[src/gte_pkg.sv]
// shared types and constants for the gradient threshold edge map
// no dependencies; every other file but gte_line_store refers to this package by scoped names
`default_nettype none

package gte_pkg;

	localparam int CHAN_W   = 8;
	localparam int NUM_CHAN = 3;
	localparam int COL_W    = 11;
	localparam int ROW_W    = 16;
	localparam int IMG_W_W  = 12;
	localparam int THRESH_W = 15;
	localparam int SQ_W     = 14;
	localparam int CFG_DATA_W = 16;
	localparam int CFG_IDX_W  = 2;

	localparam int MIN_DIM = 3;

	localparam logic [IMG_W_W-1:0]  WIDTH_RST  = 12'd640;
	localparam logic [ROW_W-1:0]    HEIGHT_RST = 16'd480;
	localparam logic [THRESH_W-1:0] THRESH_RST = 15'd300;

	localparam logic [CHAN_W-1:0] EDGE_VAL = 8'd0;
	localparam logic [CHAN_W-1:0] FLAT_VAL = 8'd255;

	localparam logic [CFG_IDX_W-1:0] CFG_IMAGE_WIDTH    = 2'd0;
	localparam logic [CFG_IDX_W-1:0] CFG_IMAGE_HEIGHT   = 2'd1;
	localparam logic [CFG_IDX_W-1:0] CFG_EDGE_THRESHOLD = 2'd2;

	typedef struct packed {
		logic [CHAN_W-1:0] red_in;
		logic [CHAN_W-1:0] green_in;
		logic [CHAN_W-1:0] blue_in;
	} pix_t;

	typedef struct packed {
		logic [CHAN_W-1:0] red_out;
		logic [CHAN_W-1:0] green_out;
		logic [CHAN_W-1:0] blue_out;
		logic [COL_W-1:0]  center_col;
		logic [ROW_W-1:0]  center_row;
		logic              last_of_image;
	} res_t;

	// position info that travels with an item down the pipeline
	typedef struct packed {
		logic [COL_W-1:0] center_col;
		logic [ROW_W-1:0] center_row;
		logic             last_of_image;
	} pos_t;

endpackage

`default_nettype wire

[src/gte_lane.sv]
// one color channel: halved central differences, squares, threshold compare
// depends on gte_pkg for widths
`default_nettype none

module gte_lane (
	input  wire logic                          clk,
	input  wire logic                          en,
	input  wire logic [gte_pkg::CHAN_W-1:0]    px_right,
	input  wire logic [gte_pkg::CHAN_W-1:0]    px_left,
	input  wire logic [gte_pkg::CHAN_W-1:0]    px_below,
	input  wire logic [gte_pkg::CHAN_W-1:0]    px_above,
	input  wire logic [gte_pkg::THRESH_W-1:0]  thresh,
	output logic                               is_edge
);

	// difference halved with truncation toward zero
	function automatic logic signed [7:0] half_diff(input logic [7:0] a, input logic [7:0] b);
		logic signed [8:0] d;
		logic signed [8:0] t;
		d = $signed({1'b0, a}) - $signed({1'b0, b});
		t = d + $signed({8'd0, d[8]});
		return t[8:1];
	endfunction

	logic signed [7:0]  hx, hy;
	logic signed [15:0] px, py;
	logic [gte_pkg::SQ_W-1:0]     sqx_s2, sqy_s2;
	logic [gte_pkg::THRESH_W-1:0] norm;

	assign hx = half_diff(px_right, px_left);
	assign hy = half_diff(px_below, px_above);
	assign px = hx * hx;
	assign py = hy * hy;

	always_ff @(posedge clk) begin
		if (en) begin
			sqx_s2 <= px[gte_pkg::SQ_W-1:0];
			sqy_s2 <= py[gte_pkg::SQ_W-1:0];
		end
	end

	assign norm    = gte_pkg::THRESH_W'(sqx_s2) + gte_pkg::THRESH_W'(sqy_s2);
	assign is_edge = norm > thresh;

endmodule

`default_nettype wire

[config.mk]
export PLATFORM = sky130hd
export DESIGN_NAME = gte_lane
export DESIGN_NICKNAME = d
export VERILOG_FILES = /design/src/gte_pkg.sv /design/src/gte_lane.sv
export SDC_FILE = /design/constraint.sdc
export NUM_CORES = 1
export LEC_CHECK = 0
export ABC_AREA = 1
export BUFFER_PORTS_ARGS = -buffer_cell sky130_fd_sc_hd__buf_2
export CORE_AREA = 2 2 107 109
export CTS_CLUSTER_DIAMETER = 50
export DETAILED_ROUTE_END_ITERATION = 10
export DIE_AREA = 0 0 109 111
export PLACE_DENSITY = 0.83
export SYNTH_ARGS = -nofsm -noshare
export SYNTH_HDL_FRONTEND = slang
export SYNTH_SLANG_ARGS = --single-unit
[constraint.sdc]
create_clock -name clk -period 8.1 [get_ports clk]
set_input_delay 0.81 -clock clk [delete_from_list [all_inputs] [get_ports clk]]
set_output_delay 0.81 -clock clk [all_outputs]
set_load 0.005 [all_outputs]
==> results.json <==
{
  "ctsResizeCount": 0,
  "startpoint_type": "input pin",
  "cts_setup_buffers": 0,
  "grt_pass1_wl_um": 23200,
  "dr.pass1.iters": 4,
  "status": "finished, final reports clean",
  "syn_area_um2": 6910,
  "postCtsHoldBufs": 0,
  "core-area_um2": 11100,
  "met1Wirelength_um": 5510,
  "initial_core_util_pct": 62.4,
  "setup_violations": 0,
  "routed_wl_um": 12700,
  "synth_top_area_share_pct": 23.5,
  "period_share_pct": 84.6,
  "path_common_cell": "inv_1",
  "grt_pass1_vias": 5625,
  "overflow": 0,
  "wl_met2_um": 6410,
  "area_growth_pct": 7.11,
  "fmax_mhz": 146,
  "pin_count": 50,
  "fin_cells": 1096,
  "path_max_fanout": 7,
  "die_w_um": 109,
  "num_rows": 39,
  "yosys_warnings": 0,
  "ant_nets": 0,
  "syn_area_per_cell_um2": 7.66,
  "antenna_found_initial": 0,
  "mostFrequentLayoutCell": "inv_1",
  "critical_path_class": "input pin to register",
  "end_kind": "register",
  "cts_buffer_depth": 2,
  "yosys.area.top_type": "fa_1",
  "hold_violations": 0,
  "place.port_buffers": 49,
  "clkTransAtPathRegs_ns": 0.06,
  "finalMaxSlewViolations": 0,
  "htree_levels": 1,
  "max_stage_delay_ns": 0.59,
  "routedWlPerCell_um": 11.6,
  "cts_tree": "yes",
  "via_per_inst": 5.00,
  "maxCapViolations": 0,
  "synth_seq_cells": 26,
  "vias": 5480,
  "min_path_type": "input pin to register",
  "fillers": 916,
  "syn_inst": 903,
  "grt_max_degree": 27,
  "track_usage_pct": 23.2,
  "clock-sinks": 26,
  "fin_nets": 1171,
  "antennaDiodeCount": 0,
  "die_h_um": 111,
  "clock-root-buffer": "clkbuf_16",
  "final_cell_mix": "237 x inv_1, 167 x nand2_1, 87 x ha_1",
  "cp.required_ns": 8.11,
  "die-area_um2": 12100,
  "worstPathArrival_ns": 6.87,
  "crit_slowest_cell": "fa_1",
  "post-route-min-period_ns": 6.85,
  "synth.distinct_cells": 41,
  "synth_fp_nets": 1120,
  "yosysSeqAreaShare_pct": 11.3,
  "synth_area_leaders": "fa_1 23%, ha_1 16%, inv_1 13%",
  "hpwl_um": 11200,
  "numCtsBuffers": 3,
  "rsz0062_at_grt": "false",
  "wl_met3_um": 407,
  "globalplace.congestion": 0.865,
  "setup_tns_ns": 0,
  "place_inst": 1092,
  "remaining_drc_errors": 0,
  "drive_gt1_share_pct": 15.8,
  "tightest_slew_ns": 0.603,
  "topRoutingLayerUsed": "met4",
  "slew_headroom_pct": 59.8,
  "drt_iter0_drc": 187
}
-- path summary, 6_finish.rpt --
path	start	end	slack, ns	depth (start not counted)
setup / recovery	px_below[5]	sqy_s2[13]$_DFFE_PP_	1.25	34
hold / removal	en	sqy_s2[4]$_DFFE_PP_	1.09	1
-- metrics by stage --
stage	setup WS (ns)	cell area, um^2	utilization, %	hold slack (ns)
2_1_floorplan	1.71	6910	-	0.922
3_3_place_gp	1.07	7330	66.1	1.36
3_5_place_dp	1.01	7330	66.1	1.38
4_1_cts	1.25	7400	66.8	1.10
5_1_grt	0.770	7400	66.8	1.12
6_report	1.25	7400	66.8	1.09
-- cell usage after synthesis (all sizes together) --
cell type,n
nor3b,1
o221ai,1
a21o,3
or2,1
clkbuf,3
nor2,79
edfxtp,26
nand2b,1
o21bai,3
nand4,13
nor4,1
fa,81
nand2,199
xnor2,10
a21oi,36
ha,87
nand3,38
nand3b,9
o21ai,18
xor2,22
o2111ai,1
nor3,4
clkinv,1
a31oi,2
o21a,2
inv,261
-- kinds of logic after synthesis --
kind of cell | count (synthesis) | share of synthesized area (%)
AOI/OAI and AO/OA | 66 | 5.76
DFF | 26 | 11.3
and+or+nand+nor | 346 | 25.1
xor gates and xnor gates | 32 | 4.16
adders and majority gates | 168 | 39.2
buffers and inverters | 265 | 14.5
-- layer usage --
layer  up-vias  track usage (%)
met4         0             7.52
met2       106             41.7
met5         -                0
met3        29             2.23
met1      2516             28.7
li1       2829                -
-- state kept, by name (all words and copies together) (netlist names) --
| register | cells |
|---|---|
| sqx_s2 | 13 |
| sqy_s2 | 13 |
-- layout make-up --
type / instances / area [um^2] / share of cell area [%]
Sequential cell: 26 / 781 / 10.5
Multi-Input combinational cell: 612 / 5130 / 69.3
Clock inverter: 1 / 3.75 / 0.0507
Timing Repair Buffer: 49 / 245 / 3.31
Tap cell: 143 / 179 / 2.42
Inverter: 262 / 988 / 13.3
Clock buffer: 3 / 75.1 / 1.01
-- worst max-delay path, delay by kind of cell --
kind                       cells  cell delay (ns)
adders and majority gates      7             3.01
and+or+nand+nor               14             1.72
buffers and inverters         10             0.72
AOI/OAI and AO/OA              3             0.61
Power is left out: the tool's default activity adds up to more than one toggle a clock period on the data nets, which glitch-free logic cannot reach.
