==> config.mk <==
export PLATFORM = sky130hd
export DESIGN_NAME = gte_merge
export DESIGN_NICKNAME = d
export VERILOG_FILES = /design/src/gte_pkg.sv /design/src/gte_merge.sv
export SDC_FILE = /design/constraint.sdc
export NUM_CORES = 1
export LEC_CHECK = 0
export BUFFER_PORTS_ARGS = -buffer_cell sky130_fd_sc_hd__buf_4
export CAP_MARGIN = 10
export CORE_AREA = 8 8 64 66
export DETAILED_ROUTE_END_ITERATION = 12
export DIE_AREA = 0 0 72 74
export PLACE_DENSITY = 0.76
export SLEW_MARGIN = 20
export SYNTH_ARGS = -nofsm -noshare
export SYNTH_HDL_FRONTEND = slang
export SYNTH_SLANG_ARGS = --single-unit
==> constraint.sdc <==
create_clock -name clk -period 1 [get_ports clk]
set_clock_uncertainty 0.15 [all_clocks]
set_input_delay 0.05 -clock clk [delete_from_list [all_inputs] [get_ports clk]]
set_output_delay 0.05 -clock clk [all_outputs]
set_load 0.02 [all_outputs]
==> src/gte_pkg.sv <==
// shared types and constants for the gradient threshold edge map
// no dependencies; every other file but gte_line_store refers to this package by scoped names
`default_nettype none

package gte_pkg;

	localparam int CHAN_W   = 8;
	localparam int NUM_CHAN = 3;
	localparam int COL_W    = 11;
	localparam int ROW_W    = 16;
	localparam int IMG_W_W  = 12;
	localparam int THRESH_W = 15;
	localparam int SQ_W     = 14;
	localparam int CFG_DATA_W = 16;
	localparam int CFG_IDX_W  = 2;

	localparam int MIN_DIM = 3;

	localparam logic [IMG_W_W-1:0]  WIDTH_RST  = 12'd640;
	localparam logic [ROW_W-1:0]    HEIGHT_RST = 16'd480;
	localparam logic [THRESH_W-1:0] THRESH_RST = 15'd300;

	localparam logic [CHAN_W-1:0] EDGE_VAL = 8'd0;
	localparam logic [CHAN_W-1:0] FLAT_VAL = 8'd255;

	localparam logic [CFG_IDX_W-1:0] CFG_IMAGE_WIDTH    = 2'd0;
	localparam logic [CFG_IDX_W-1:0] CFG_IMAGE_HEIGHT   = 2'd1;
	localparam logic [CFG_IDX_W-1:0] CFG_EDGE_THRESHOLD = 2'd2;

	typedef struct packed {
		logic [CHAN_W-1:0] red_in;
		logic [CHAN_W-1:0] green_in;
		logic [CHAN_W-1:0] blue_in;
	} pix_t;

	typedef struct packed {
		logic [CHAN_W-1:0] red_out;
		logic [CHAN_W-1:0] green_out;
		logic [CHAN_W-1:0] blue_out;
		logic [COL_W-1:0]  center_col;
		logic [ROW_W-1:0]  center_row;
		logic              last_of_image;
	} res_t;

	// position info that travels with an item down the pipeline
	typedef struct packed {
		logic [COL_W-1:0] center_col;
		logic [ROW_W-1:0] center_row;
		logic             last_of_image;
	} pos_t;

endpackage

`default_nettype wire

==> src/gte_merge.sv <==
// output stage: merges the three lane decisions with the position into an item
// depends on gte_pkg for the result and position types
`default_nettype none

module gte_merge (
	input  wire logic                           clk,
	input  wire logic                           arst_n,
	input  wire logic                           en,
	input  wire logic                           in_valid,
	input  wire logic [gte_pkg::NUM_CHAN-1:0]   lane_edge,
	input  wire gte_pkg::pos_t                  pos,
	output logic                                res_valid,
	output gte_pkg::res_t                       res
);

	logic          valid_q;
	gte_pkg::res_t res_q;

	always_ff @(posedge clk or negedge arst_n) begin
		if (!arst_n) begin
			valid_q <= 1'b0;
		end else if (en) begin
			valid_q <= in_valid;
		end
	end

	always_ff @(posedge clk) begin
		if (en && in_valid) begin
			res_q.red_out       <= lane_edge[0] ? gte_pkg::EDGE_VAL : gte_pkg::FLAT_VAL;
			res_q.green_out     <= lane_edge[1] ? gte_pkg::EDGE_VAL : gte_pkg::FLAT_VAL;
			res_q.blue_out      <= lane_edge[2] ? gte_pkg::EDGE_VAL : gte_pkg::FLAT_VAL;
			res_q.center_col    <= pos.center_col;
			res_q.center_row    <= pos.center_row;
			res_q.last_of_image <= pos.last_of_image;
		end
	end

	assign res_valid = valid_q;
	assign res       = res_q;

endmodule

`default_nettype wire

==> metrics.md <==
| Metric | Value |
|---|---|
| Skew-Pair Late Insertion Delay | `310 ps` |
| Register area share after synthesis | `83.32%` |
| Most numerous cell in the Yosys netlist | `edfxtp_1` |
| First-pass GRT wire length | `4926 um` |
| RePlAce Congestion | `0.6911` |
| Final Max Slew Viols | `0` |
| DP Worst Slack | `67.69 ps` |
| Longest Clk Path Bufs | `2` |
| Biggest area consumer among synthesized cells | `edfxtp_1` |
| CP Class | `reg -> out` |
| Synth Net Count | `93` |
| Yosys top cell area share | `81.13%` |
| R2R cell count | `2` |
| Routed WL | `3359 um` |
| 1st-pass router iterations | `4` |
| Synthesis warning total | `0` |
| Via/cell ratio | `4.124` |
| Combinational family with the most area after synthesis | `buffers and inverters` |
| Total I/O pin count | `88` |
| Worst VDD drop | `933.8 uV` |
| Die X | `72 um` |
| Post-synthesis register bit count | `32` |
| Synthesized-area fraction occupied by adder cells | `0%` |
| Asr flop ratio synth | `3.125%` |
| Final hold vios | `0` |
| Antenna diode count | `0` |
| Worst Max-Slew Pin Slew | `247.9 ps` |
| Max Cap Viol | `0` |
| Port bufs | `87` |
| Post-Synthesis Cells | `58` |
| Family with the most delay on the worst path | `flip-flops` |
| Cell Pwr Density | `1318 nW/um^2` |
| Largest cells by area after synthesis | `edfxtp_1, buf_4, dfrtp_1` |
| Worst path max stage delay | `510 ps` |
| Final setup TNS | `-6916 ps` |
| DR DRC count | `0` |
| Max frequency | `0.8105 GHz` |
| Status | `finished with violations` |
| Via Count | `899` |
| TritonCTS Sinks | `32` |
| Final non-filler cell total | `218` |
| RSZ-0062 raised after global routing | `true` |
| Crit-path max FO | `8` |
| Cell Rows | `21` |
| Failing checks | `setup timing` |
| Req. time, crit path | `800 ps` |
| Area Growth Syn to Fin | `102.4%` |
| H-tree depth | `2` |
| CP arrival | `1030 ps` |
| NumNets Final | `206` |
| Crit Reg-Reg Endpoint | `res_valid` |
| CP cell instances | `buf_4` |
| Worst hold slack | `108.2 ps` |
| Synthesized area | `1147 um^2` |
| Worst Path Buf+Inv | `1` |
| WL per Instance | `15.41 um` |
| Simple-gate portion of the synthesized area | `0.6543%` |
| CP Capture Type | `output port` |
| Compound-gate portion of the synthesized area | `0%` |
| CTS tree | `built` |
| Starting Density | `36.09%` |
| Max_slew headroom | `83.48%` |
| Top_reg_cell synth | `edfxtp_1` |
| PnR worst setup slack | `-233.7 ps` |
| CTS Root Cell | `clkbuf_4` |
| Clock transition at path regs | `90 ps` |
| Die H | `74 um` |
| Mux contribution to synthesized area | `1.309%` |
| Reg-to-reg slack, setup | `-60 ps` |
| Synth cell types | `6` |
| HP Class | `in -> reg` |
| Vias in the first global route | `972` |
| Reg-to-reg startpoint | `res_valid` |
| Largest net degree at the start of global routing | `13` |
| Tcrit/Tclk final | `123.4%` |
| Antenna-violating nets left | `0` |
| Leakage | `1.007 nW` |
| CP max stage cell | `edfxtp_1` |
| Fill cell count | `204` |
| Hold-critical path depth | `3` |
| Die area | `5328 um^2` |
| Placed insts | `173` |
| Avg Synthesized Cell Area | `19.78 um^2` |
| Hold path endpoint | `res[6]` |
| Layout cells sized above 1 | `57.56%` |
| Min-delay src | `in_valid` |
| Post-synth EDFFs | `31` |
| Gr ovfl total | `0` |
| Minimum clock period | `1234 ps` |
| Crit start category | `register` |
| Synth Area in XOR/XNOR | `0%` |
| PnR Total Power | `3.061 mW` |
| Placeable Area | `3179 um^2` |
| CTS buffer count | `5` |
| Initial antenna violation count | `0` |
| First-iteration detailed-routing DRC count | `62` |
| HPWL Detailed | `2304 um` |
| All-Layer GR Usage | `12.53%` |
| Final setup vio count | `54` |
| Commonest cells in the netlist | `edfxtp_1, buf_4, inv_1` |
==> cells by family (layout without fill, tap and decap cells) <==
family,Yosys count,after routing
buffers and inverters,24,138
flip-flops,32,32
multiplexers,1,1
AND/OR/NAND/NOR,1,1
==> cell usage in the layout, fill, tap and decap left out <==
cell	instances
buf_4	50
buf_6	39
dlygate4sd3_1	35
edfxtp_1	31
clkbuf_4	5
inv_1	3
clkbuf_1	3
buf_12	3
and2_4	1
mux2_4	1
dfrtp_1	1
==> cell type report <==
| cell class | instances | area (um^2) | area share [%] |
|---|---|---|---|
| Timing Repair Buffer | 127 | 1225 | 52.75 |
| Sequential cell | 32 | 955.9 | 41.16 |
| Tap cell | 46 | 57.56 | 2.478 |
| Clock buffer | 8 | 48.80 | 2.101 |
| Multi-Input combinational cell | 2 | 23.77 | 1.024 |
| Inverter | 3 | 11.26 | 0.4849 |
==> power by group <==
part | total (mW) | switching [mW] | internal (mW)
clock network | 0.665 | 0.385 | 0.280
logic | 0.774 | 0.330 | 0.444
registers | 1.62 | 0.0497 | 1.57
total | 3.06 | 0.765 | 2.30
==> per-stage QoR <==
stage	area (um^2)	utilization [%]
floorplan	1149	-
global placement	1762	55.41
detailed placement	1762	55.41
CTS	2307	72.57
global route	2322	73.04
finish	2322	73.04
==> per-layer routing <==
metal  track usage (%)  vias up  part of all wire, %
met5                 0        -                    0
met4             3.401        0                 0.80
met3             8.221        3                   12
met2             23.58       66                   53
met1             10.53      421                   34
li1                  -      409                    -
==> how the worst max path moves through the flow <==
| stage | from | to | slack (ps) | depth (start not counted) |
|---|---|---|---|---|
| after floorplan | res_valid | res_valid | 20 | 1 |
| final | res[50] | res[47] | -230 | 1 |
| after global routing | res[50] | res[45] | -300 | 1 |
| after detailed placement | en | res[50] | 70 | 3 |
| after global placement | en | res[42] | 90 | 3 |
| after CTS | res[50] | res[44] | -250 | 1 |
==> state kept, by name, indices dropped and copies added (netlist names) <==
name / count
res_valid: 1
res: 31
==> repair_timing <==
action                                 4_1_cts  5_1_grt
setup buffers                                1        1
setup endpoints to repair                   53       53
pin swaps                                    0        0
endpoints found under the hold margin       33        0
hold buffers                                35        0
resized for setup                           37        2
No activity file was read; power rests on OpenSTA's default activity.
